`config.mk`:
```
export PLATFORM = sky130hd
export DESIGN_NAME = unordered_swap_remove_table
export DESIGN_NICKNAME = d
export VERILOG_FILES = /design/src/rtl/ustr_pkg.sv /design/src/rtl/ustr_front.sv /design/src/rtl/ustr_back.sv /design/src/rtl/unordered_swap_remove_table.sv
export SDC_FILE = /design/constraint.sdc
export NUM_CORES = 2
export LEC_CHECK = 0
export ABC_AREA = 0
export BUFFER_PORTS_ARGS = -buffer_cell sky130_fd_sc_hd__buf_2
export CAP_MARGIN = 10
export CORE_ASPECT_RATIO = 0.5
export CORE_MARGIN = 1.5
export CORE_UTILIZATION = 60
export DETAILED_ROUTE_END_ITERATION = 10
export HOLD_SLACK_MARGIN = 0.05
export PLACE_DENSITY = 0.76
export SLEW_MARGIN = 20
export SYNTH_ARGS = -nofsm -noshare
export SYNTH_HDL_FRONTEND = slang
export SYNTH_SLANG_ARGS = --single-unit
```
`constraint.sdc`:
```
create_clock -name clk -period 7.2 [get_ports clk]
set_clock_uncertainty 0.1 [all_clocks]
set_input_delay 1.44 -clock clk [delete_from_list [all_inputs] [get_ports clk]]
set_output_delay 1.44 -clock clk [all_outputs]
set_load 0.01 [all_outputs]
```
`src/rtl/ustr_pkg.sv`:
```
// Shared types and constants for the unordered swap-remove table.
package ustr_pkg;

  localparam int Capacity   = 64;
  localparam int ValueWidth = 32;
  localparam int IdxWidth   = $clog2(Capacity);
  localparam int CntWidth   = $clog2(Capacity + 1);
  localparam int QueueDepth = 2;

  typedef enum logic [2:0] {
    ACT_ADD    = 3'd0,
    ACT_REMOVE = 3'd1,
    ACT_REMGRP = 3'd2,
    ACT_FIND   = 3'd3,
    ACT_ITER   = 3'd4,
    ACT_CLEAR  = 3'd5,
    ACT_NOP6   = 3'd6,
    ACT_NOP7   = 3'd7
  } action_t;

  typedef enum logic [2:0] {
    ST_OK       = 3'd0,
    ST_FULL     = 3'd1,
    ST_NOTFOUND = 3'd2,
    ST_BADINDEX = 3'd3,
    ST_EMPTY    = 3'd4
  } status_t;

  typedef struct packed {
    action_t               action;
    logic [ValueWidth-1:0] item_value;
    logic [IdxWidth-1:0]   slot_index;
  } request_t;

  typedef struct packed {
    logic [2:0]            status;
    logic [IdxWidth-1:0]   out_index;
    logic [ValueWidth-1:0] out_value;
    logic [CntWidth-1:0]   entry_count;
    logic                  group_end;
    logic                  last;
  } result_t;

  typedef enum logic [3:0] {
    S_IDLE,
    S_DISPATCH,
    S_SCAN,
    S_SCAN_CHK,
    S_RD_SRC,
    S_WR_DST,
    S_ITER_RD,
    S_ITER_OUT,
    S_EMIT
  } state_t;

endpackage

```
`src/rtl/ustr_front.sv`:
```
// Front end: request capture queue between the input port and the table engine.
module ustr_front (
  input  logic              clk,
  input  logic              rst,
  input  logic              in_valid,
  output logic              in_stall,
  input  ustr_pkg::request_t in_req,
  output logic              q_valid,
  input  logic              q_pop,
  output ustr_pkg::request_t q_req
);
  import ustr_pkg::*;

  localparam int PtrWidth = $clog2(QueueDepth);

  request_t            mem [QueueDepth];
  logic [PtrWidth-1:0] wr_ptr;
  logic [PtrWidth-1:0] rd_ptr;
  logic [PtrWidth:0]   fill;
  logic                push;

  assign in_stall = (fill == (PtrWidth + 1)'(QueueDepth)) ? 1'b1 : 1'b0;
  assign push     = in_valid && !in_stall;
  assign q_valid  = (fill != '0);
  assign q_req    = mem[rd_ptr];

  always_ff @(posedge clk) begin
    if (push) begin
      mem[wr_ptr] <= in_req;
    end
  end

  always_ff @(posedge clk) begin
    if (rst) begin
      wr_ptr <= '0;
      rd_ptr <= '0;
      fill   <= '0;
    end else begin
      if (push) begin
        wr_ptr <= wr_ptr + 1'b1;
      end
      if (q_pop) begin
        rd_ptr <= rd_ptr + 1'b1;
      end
      fill <= fill + (PtrWidth + 1)'(push) - (PtrWidth + 1)'(q_pop);
    end
  end

endmodule

```
`src/rtl/ustr_back.sv`:
```
// Back end: table store, fill count and the sequencer that carries out each request.
module ustr_back (
  input  logic               clk,
  input  logic               rst,
  input  logic               cfg_we,
  input  logic [2:0]         cfg_wdata,
  input  logic               q_valid,
  output logic               q_pop,
  input  ustr_pkg::request_t q_req,
  output logic               out_valid,
  input  logic               out_stall,
  output ustr_pkg::result_t  out_res
);
  import ustr_pkg::*;

  logic [ValueWidth-1:0] store [Capacity];
  logic [ValueWidth-1:0] rd_data;
  logic                  rd_en;
  logic [IdxWidth-1:0]   rd_addr;
  logic                  wr_en;
  logic [IdxWidth-1:0]   wr_addr;
  logic [ValueWidth-1:0] wr_data;

  state_t                state, state_next;
  request_t              req;
  logic [CntWidth-1:0]   count, count_next;
  logic [2:0]            group_size;
  logic [2:0]            gsz;
  logic [CntWidth-1:0]   ptr;
  logic [2:0]            step;
  logic [2:0]            moves;
  logic [2:0]            gpos;
  logic [IdxWidth-1:0]   found;
  logic [IdxWidth-1:0]   src_base;
  logic                  hit;
  logic                  fits;
  result_t               res, res_next;
  logic                  res_load;
  logic                  out_full;
  logic                  out_free;
  logic                  scan_hit;
  logic                  ptr_last;
  logic                  grp_fits;
  logic                  rem_ok;

  assign gsz       = (group_size == 3'd0) ? 3'd1 : group_size;
  assign out_free  = !out_full || !out_stall;
  assign out_valid = out_full;
  assign out_res   = res;
  assign scan_hit  = (rd_data == req.item_value);
  assign ptr_last  = (ptr + CntWidth'(1) == count);
  assign grp_fits  = (count >= CntWidth'(gsz)) && (ptr + CntWidth'(gsz) <= count);
  assign rem_ok    = (count != '0) && (CntWidth'(req.slot_index) < count);

  always_ff @(posedge clk) begin
    if (wr_en) begin
      store[wr_addr] <= wr_data;
    end
    if (rd_en) begin
      rd_data <= store[rd_addr];
    end
  end

  always_comb begin
    state_next = state;
    unique case (state)
      S_IDLE:     if (q_valid) state_next = S_DISPATCH;
      S_DISPATCH: begin
        unique case (req.action) inside
          ACT_REMOVE:           state_next = rem_ok ? S_RD_SRC : S_EMIT;
          ACT_REMGRP, ACT_FIND: state_next = (count == '0) ? S_EMIT : S_SCAN;
          ACT_ITER:             state_next = (count == '0) ? S_EMIT : S_ITER_RD;
          default:              state_next = S_EMIT;
        endcase
      end
      S_SCAN:     state_next = S_SCAN_CHK;
      S_SCAN_CHK: begin
        if (scan_hit) begin
          state_next = (req.action == ACT_REMGRP && grp_fits) ? S_RD_SRC : S_EMIT;
        end else if (ptr_last) begin
          state_next = S_EMIT;
        end
      end
      S_RD_SRC:   state_next = S_WR_DST;
      S_WR_DST:   state_next = (step + 3'd1 == moves) ? S_EMIT : S_RD_SRC;
      S_ITER_RD:  state_next = S_ITER_OUT;
      S_ITER_OUT: if (out_free) state_next = ptr_last ? S_IDLE : S_ITER_RD;
      S_EMIT:     if (out_free) state_next = S_IDLE;
      default:    state_next = S_IDLE;
    endcase
  end

  always_comb begin
    q_pop      = (state == S_IDLE) && q_valid;
    rd_en      = 1'b0;
    rd_addr    = ptr[IdxWidth-1:0];
    wr_en      = 1'b0;
    wr_addr    = found + IdxWidth'(step);
    wr_data    = rd_data;
    res_load   = 1'b0;
    res_next   = res;
    count_next = count;
    unique case (state)
      S_SCAN, S_ITER_RD: rd_en = 1'b1;
      S_SCAN_CHK: begin
        rd_en   = 1'b1;
        rd_addr = ptr[IdxWidth-1:0] + IdxWidth'(1);
      end
      S_RD_SRC: begin
        rd_en   = 1'b1;
        rd_addr = src_base + IdxWidth'(step);
      end
      S_WR_DST: wr_en = 1'b1;
      S_ITER_OUT: begin
        if (out_free) begin
          res_load             = 1'b1;
          res_next.status      = ST_OK;
          res_next.out_index   = ptr[IdxWidth-1:0];
          res_next.out_value   = rd_data;
          res_next.entry_count = count;
          res_next.group_end   = (gpos == gsz) || ptr_last;
          res_next.last        = ptr_last;
        end
      end
      S_EMIT: begin
        if (out_free) begin
          res_load             = 1'b1;
          res_next             = '0;
          res_next.last        = 1'b1;
          res_next.entry_count = count;
          unique case (req.action)
            ACT_ADD: begin
              if (count == CntWidth'(Capacity)) begin
                res_next.status = ST_FULL;
              end else begin
                wr_en                = 1'b1;
                wr_addr              = count[IdxWidth-1:0];
                wr_data              = req.item_value;
                res_next.out_index   = count[IdxWidth-1:0];
                res_next.entry_count = count + CntWidth'(1);
                count_next           = count + CntWidth'(1);
              end
            end
            ACT_REMOVE: begin
              res_next.out_index = req.slot_index;
              if (count == '0) begin
                res_next.status = ST_EMPTY;
              end else if (!rem_ok) begin
                res_next.status = ST_BADINDEX;
              end else begin
                res_next.entry_count = count - CntWidth'(1);
                count_next           = count - CntWidth'(1);
              end
            end
            ACT_REMGRP: begin
              if (!hit) begin
                res_next.status = ST_NOTFOUND;
              end else if (!fits) begin
                res_next.status    = ST_BADINDEX;
                res_next.out_index = found;
              end else begin
                res_next.out_index   = found;
                res_next.entry_count = count - CntWidth'(moves);
                count_next           = count - CntWidth'(moves);
              end
            end
            ACT_FIND: begin
              if (hit) begin
                res_next.out_index = found;
              end else begin
                res_next.status = ST_NOTFOUND;
              end
            end
            ACT_ITER: res_next.status = ST_EMPTY;
            ACT_CLEAR: begin
              res_next.entry_count = '0;
              count_next           = '0;
            end
            default: ;
          endcase
        end
      end
      default: ;
    endcase
  end

  always_ff @(posedge clk) begin
    if (rst) begin
      state      <= S_IDLE;
      count      <= '0;
      group_size <= 3'd1;
      out_full   <= 1'b0;
    end else begin
      state <= state_next;
      count <= count_next;
      if (cfg_we) begin
        group_size <= cfg_wdata;
      end
      if (res_load) begin
        out_full <= 1'b1;
      end else if (!out_stall) begin
        out_full <= 1'b0;
      end
    end
  end

  always_ff @(posedge clk) begin
    if (q_pop) begin
      req <= q_req;
    end
    if (res_load) begin
      res <= res_next;
    end
    unique case (state)
      S_DISPATCH: begin
        ptr      <= '0;
        step     <= '0;
        gpos     <= 3'd1;
        hit      <= 1'b0;
        fits     <= 1'b0;
        found    <= req.slot_index;
        src_base <= IdxWidth'(count - CntWidth'(1));
        moves    <= 3'd1;
      end
      S_SCAN_CHK: begin
        if (scan_hit) begin
          hit      <= 1'b1;
          fits     <= grp_fits;
          found    <= ptr[IdxWidth-1:0];
          src_base <= IdxWidth'(count - CntWidth'(gsz));
          moves    <= gsz;
        end else begin
          ptr <= ptr + CntWidth'(1);
        end
      end
      S_WR_DST: step <= step + 3'd1;
      S_ITER_OUT: begin
        if (out_free) begin
          ptr  <= ptr + CntWidth'(1);
          gpos <= (gpos == gsz) ? 3'd1 : gpos + 3'd1;
        end
      end
      default: ;
    endcase
  end

endmodule

```
`src/rtl/unordered_swap_remove_table.sv`:
```
// Top level of the unordered swap-remove table.
//
// Requests enter on in_valid / in_stall with action, item_value and
// slot_index; results leave on out_valid / out_stall, one per request
// except iterate, which streams one result per stored entry (a single
// empty result on an empty table). The final result of a request has last set.
// group_size is written through cfg_we / cfg_wdata; the user must do so
// only while no request is in flight; the block itself does not enforce it.
// A two-entry queue takes requests while the engine handles one at a time.
// Add, clear, unused codes and rejected requests go straight to the result;
// remove at index first copies the last entry into the freed slot. Find and
// remove-by-value compare one slot per cycle; remove-by-value then copies the
// group of entries at the end over the matched group. Iterate emits each stored
// entry in turn. The result register holds while out_stall is high and the
// engine waits with it; the queue keeps accepting until two requests wait.
// Reset (rst, synchronous) empties the table and sets group_size to 1;
// table contents are not cleared and no clearing pass runs.
module unordered_swap_remove_table (
  input  logic                            clk,
  input  logic                            rst,
  input  logic                            cfg_we,
  input  logic [2:0]                      cfg_wdata,
  input  logic                            in_valid,
  output logic                            in_stall,
  input  logic [2:0]                      action,
  input  logic [ustr_pkg::ValueWidth-1:0] item_value,
  input  logic [ustr_pkg::IdxWidth-1:0]   slot_index,
  output logic                            out_valid,
  input  logic                            out_stall,
  output logic [2:0]                      status,
  output logic [ustr_pkg::IdxWidth-1:0]   out_index,
  output logic [ustr_pkg::ValueWidth-1:0] out_value,
  output logic [ustr_pkg::CntWidth-1:0]   entry_count,
  output logic                            group_end,
  output logic                            last
);
  import ustr_pkg::*;

  request_t in_req;
  request_t q_req;
  result_t  res;
  logic     q_valid;
  logic     q_pop;

  assign in_req.action     = action_t'(action);
  assign in_req.item_value = item_value;
  assign in_req.slot_index = slot_index;

  ustr_front u_front (
    .clk      (clk),
    .rst      (rst),
    .in_valid (in_valid),
    .in_stall (in_stall),
    .in_req   (in_req),
    .q_valid  (q_valid),
    .q_pop    (q_pop),
    .q_req    (q_req)
  );

  ustr_back u_back (
    .clk       (clk),
    .rst       (rst),
    .cfg_we    (cfg_we),
    .cfg_wdata (cfg_wdata),
    .q_valid   (q_valid),
    .q_pop     (q_pop),
    .q_req     (q_req),
    .out_valid (out_valid),
    .out_stall (out_stall),
    .out_res   (res)
  );

  assign status      = res.status;
  assign out_index   = res.out_index;
  assign out_value   = res.out_value;
  assign entry_count = res.entry_count;
  assign group_end   = res.group_end;
  assign last        = res.last;

endmodule

```
==> flow_metrics.py <==
metrics = {
    "clocking": {
        "cts_htree_levels": 4,
        "cts_root_buf": "clkbuf_16",
        "ctsResizeCount": 0,
        "postCtsSetupBuffers": 0,
        "clk_path_buf_depth": 3,
        "clock-sinks": 2302,
        "cts_inserted_buffers": 189,
        "clk_pin_slew_worst_paths_ns": 0.07,
        "insertion_delay_ns": 0.83,
        "holdBufCountCts": 0,
        "cts_tree": "built",
    },
    "outcome": {
        "outcome": "finished, final reports clean",
    },
    "cells_and_area": {
        "n_fill_cell": 9871,
        "final_cells": 8403,
        "layout-drive-gt1-share_pct": 10.9,
        "syn_to_final_growth_pct": 10.6,
        "nets": 6336,
        "fin_area_sq_um": 101000,
    },
    "yosys": {
        "syn_avg_cell_area_sq_um": 14.8,
        "yosys_warnings": 0,
        "async_reset_ff_share_pct": 0,
        "synth_nets": 6297,
        "synth_edf_count": 2283,
        "yosys_most_used_dff": "edfxtp_1",
        "synth_seq_cells": 2302,
        "ys_seq_area_share_pct": 75.3,
        "ys_types": 70,
        "syn_area_sq_um": 91600,
        "synthCells": 6208,
    },
    "grt": {
        "grt_pass1_vias": 53900,
        "grtUsageTotal_pct": 32.4,
        "overflow": 0,
        "grt_pass1_wl_mm": 363,
        "grt_max_degree": 187,
        "grt_antenna_before_repair": 16,
    },
    "setup_path": {
        "crit_fanout": 55,
        "arrival_ns": 6.07,
        "slowest_delay_ns": 1.08,
        "critPathSlowestCell": "nor2_4",
        "crit_chain": "or4b_2 > buf_4 > a21oi_1 > nand3_2 > nand3_1 > a21boi_0 > nand2_1 > nor2_4",
        "crit_family": "simple AND/OR/NAND/NOR gates",
        "cp_num_buf_inv": 1,
        "crit_type": "reg -> reg",
        "required_ns": 7.51,
        "startpoint_type": "flip-flop",
        "end_kind": "flip-flop",
    },
    "floorplan": {
        "die_area_sq_um": 155000,
        "core_sq_um": 152000,
        "io_pins": 101,
        "die_h_um": 279,
        "start_util_pct": 60.4,
        "die_x_um": 556,
        "rows": 101,
    },
    "placed_design": {
        "dp_hpwl_mm": 152,
        "place.gp.congestion": 0.938,
        "place_ws_ns": 1.58,
        "dp_cells": 8045,
        "numPortBuffers": 100,
        "placed_area_sq_um": 95000,
    },
    "timing": {
        "fin_ws_ns": 1.44,
        "finalSetupViolations": 0,
        "tns_ns": 0,
        "rsz0062_at_grt": "false",
        "hold_viol": 0,
        "drv_slew": 0,
        "slew_headroom_pct": 8.09,
        "post-route-min-period_ns": 5.76,
        "period_share_pct": 80.0,
        "max_clock_freq_ghz": 0.174,
        "tightest_slew_ns": 1.37,
    },
    "drt": {
        "via_per_inst": 6.77,
        "vias": 56900,
        "route.detailed.drc": 0,
        "drt_iter0_drc": 9675,
        "drt.antenna.violating_nets": 0,
        "wl_mm": 255,
        "wire_per_inst_um": 30.3,
        "first_pass_iters": 6,
    },
    "power": {
        "p_leak_nw": 34.0,
        "power_w": 0.0350,
        "ir_worst_vdd_uv": 233,
        "power.density_nw_per_um2": 346,
    },
    "job": {
        "cap_violations": 0,
    },
    "hold_path": {
        "hold_path_class": "reg -> reg",
    },
}
-- per-layer routing --
| layer | up-vias | GRT usage (%) | wire [um] |
|---|---|---|---|
| li1 | 24000 | - | - |
| met2 | 4030 | 46.0 | 109000 |
| met4 | 6 | 12.1 | 9870 |
| met3 | 463 | 12.5 | 41400 |
| met1 | 28400 | 45.7 | 94800 |
| met5 | - | 0 | 48 |
-- synth_stat cells (all sizes together) (7+ instances only) --
master	count	share of area, %
a221o	62	0.68
a22o	123	1.2
and2	42	0.29
edfxtp	2283	75
o211ai	8	0.066
dfxtp	19	0.42
a21o	68	0.56
nand2	1071	4.4
a32oi	63	0.60
nor2b	15	0.10
nand2b	7	0.048
mux2	42	0.52
clkbuf	260	1.1
a31oi	67	0.46
a211oi	72	0.59
o21a	33	0.27
mux2i	275	3.0
o31ai	34	0.28
buf	158	0.79
and3	46	0.31
ha	35	0.48
nand3	147	0.80
inv	30	0.12
a221oi	138	1.3
xnor2	64	0.61
nor3	17	0.093
nor4	40	0.27
o21ai	43	0.23
xor2	12	0.11
nor2	127	0.52
o22ai	65	0.44
a21oi	625	3.4
nand4	48	0.33
-- registers in the layout, summed over array words and instances, names as in the netlist --
signal / flops
u_front.fill: 2
u_back.out_valid: 1
u_back.rd_data: 32
u_front.rd_ptr: 1
u_back.store: 2048
u_back.found: 6
u_back.src_base: 6
u_back.out_res: 50
u_back.moves: 3
u_back.req: 41
u_back.ptr: 7
u_back.group_size: 3
u_back.gpos: 3
u_front.mem: 82
u_back.fits: 1
u_back.step: 3
u_front.wr_ptr: 1
u_back.count: 7
u_back.hit: 1
u_back.state: 4
-- cell usage in the layout, fill, tap and decap left out, drive strengths merged, types with 81 or more instances in the layout --
cell type,instances
a21oi,625
a221oi,138
a22o,123
buf,266
clkbuf,229
clkinv,81
edfxtp,2283
mux2i,275
nand2,1071
nand3,147
nor2,127
-- worst register-to-register path, cell delays in order, from the launching register on --
cell and delay [ns]:
dfxtp_1 0.69, or4b_2 0.63, buf_4 0.32, a21oi_1 0.32, nand3_2 0.41, nand3_1 0.23
a21boi_0 0.70, nand2_1 0.82, nor2_4 1.09
-- kinds of logic (layout without fill, tap and decap cells) --
| logic type | after synthesis | after routing | synth area share, % |
|---|---|---|---|
| AO/OA/AOI/OAI | 1438 | 1438 | 10.5 |
| XOR/XNOR | 76 | 76 | 0.727 |
| adder cells (fa/ha/maj) | 40 | 40 | 0.587 |
| buffers and inverters | 449 | 630 | 1.98 |
| flip-flops | 2302 | 2302 | 75.3 |
| multiplexers | 321 | 321 | 3.62 |
| other | 0 | 6 | 0 |
| AND/OR/NAND/NOR | 1582 | 1582 | 7.36 |
-- stage by stage --
| step | hold WS (ns) | utilization, % |
|---|---|---|
| after floorplan | 0.393 | - |
| after global placement | 0.430 | 62.6 |
| after detailed placement | 0.436 | 62.6 |
| after CTS | 0.450 | 66.4 |
| after global routing | 0.468 | 66.8 |
| final | 0.448 | 66.8 |
-- power breakdown --
group	internal [W]	switching (W)
Clock	0.00530	0.00472
Sequential	0.0157	0.000426
Combinational	0.00254	0.00633
-- final cells by class --
type	count	area [sq um]	share of cell area, %
repair buffers	266	2280	2.26
diodes	6	15.0	0.0148
clock buffers	229	4920	4.86
clock inverters	104	886	0.874
flip-flops and latches	2302	68900	68.0
well taps	2008	2510	2.48
inverters	31	116	0.115
multi-input cells	3457	21600	21.4
-- final timing paths --
kind                                             to  slack [ns]  cells after the start         startpoint
worst max-delay path            u_back.store[58][6]        1.44                      8    u_back.state[3]
worst min-delay path                  u_back.req[5]        0.45                      1  u_front.mem[0][5]
worst max register to register  u_back.store[58][6]        1.44                      8    u_back.state[3]
worst min register to register        u_back.req[5]        0.45                      1  u_front.mem[0][5]
Note: power is estimated with default switching activity, not from simulation.
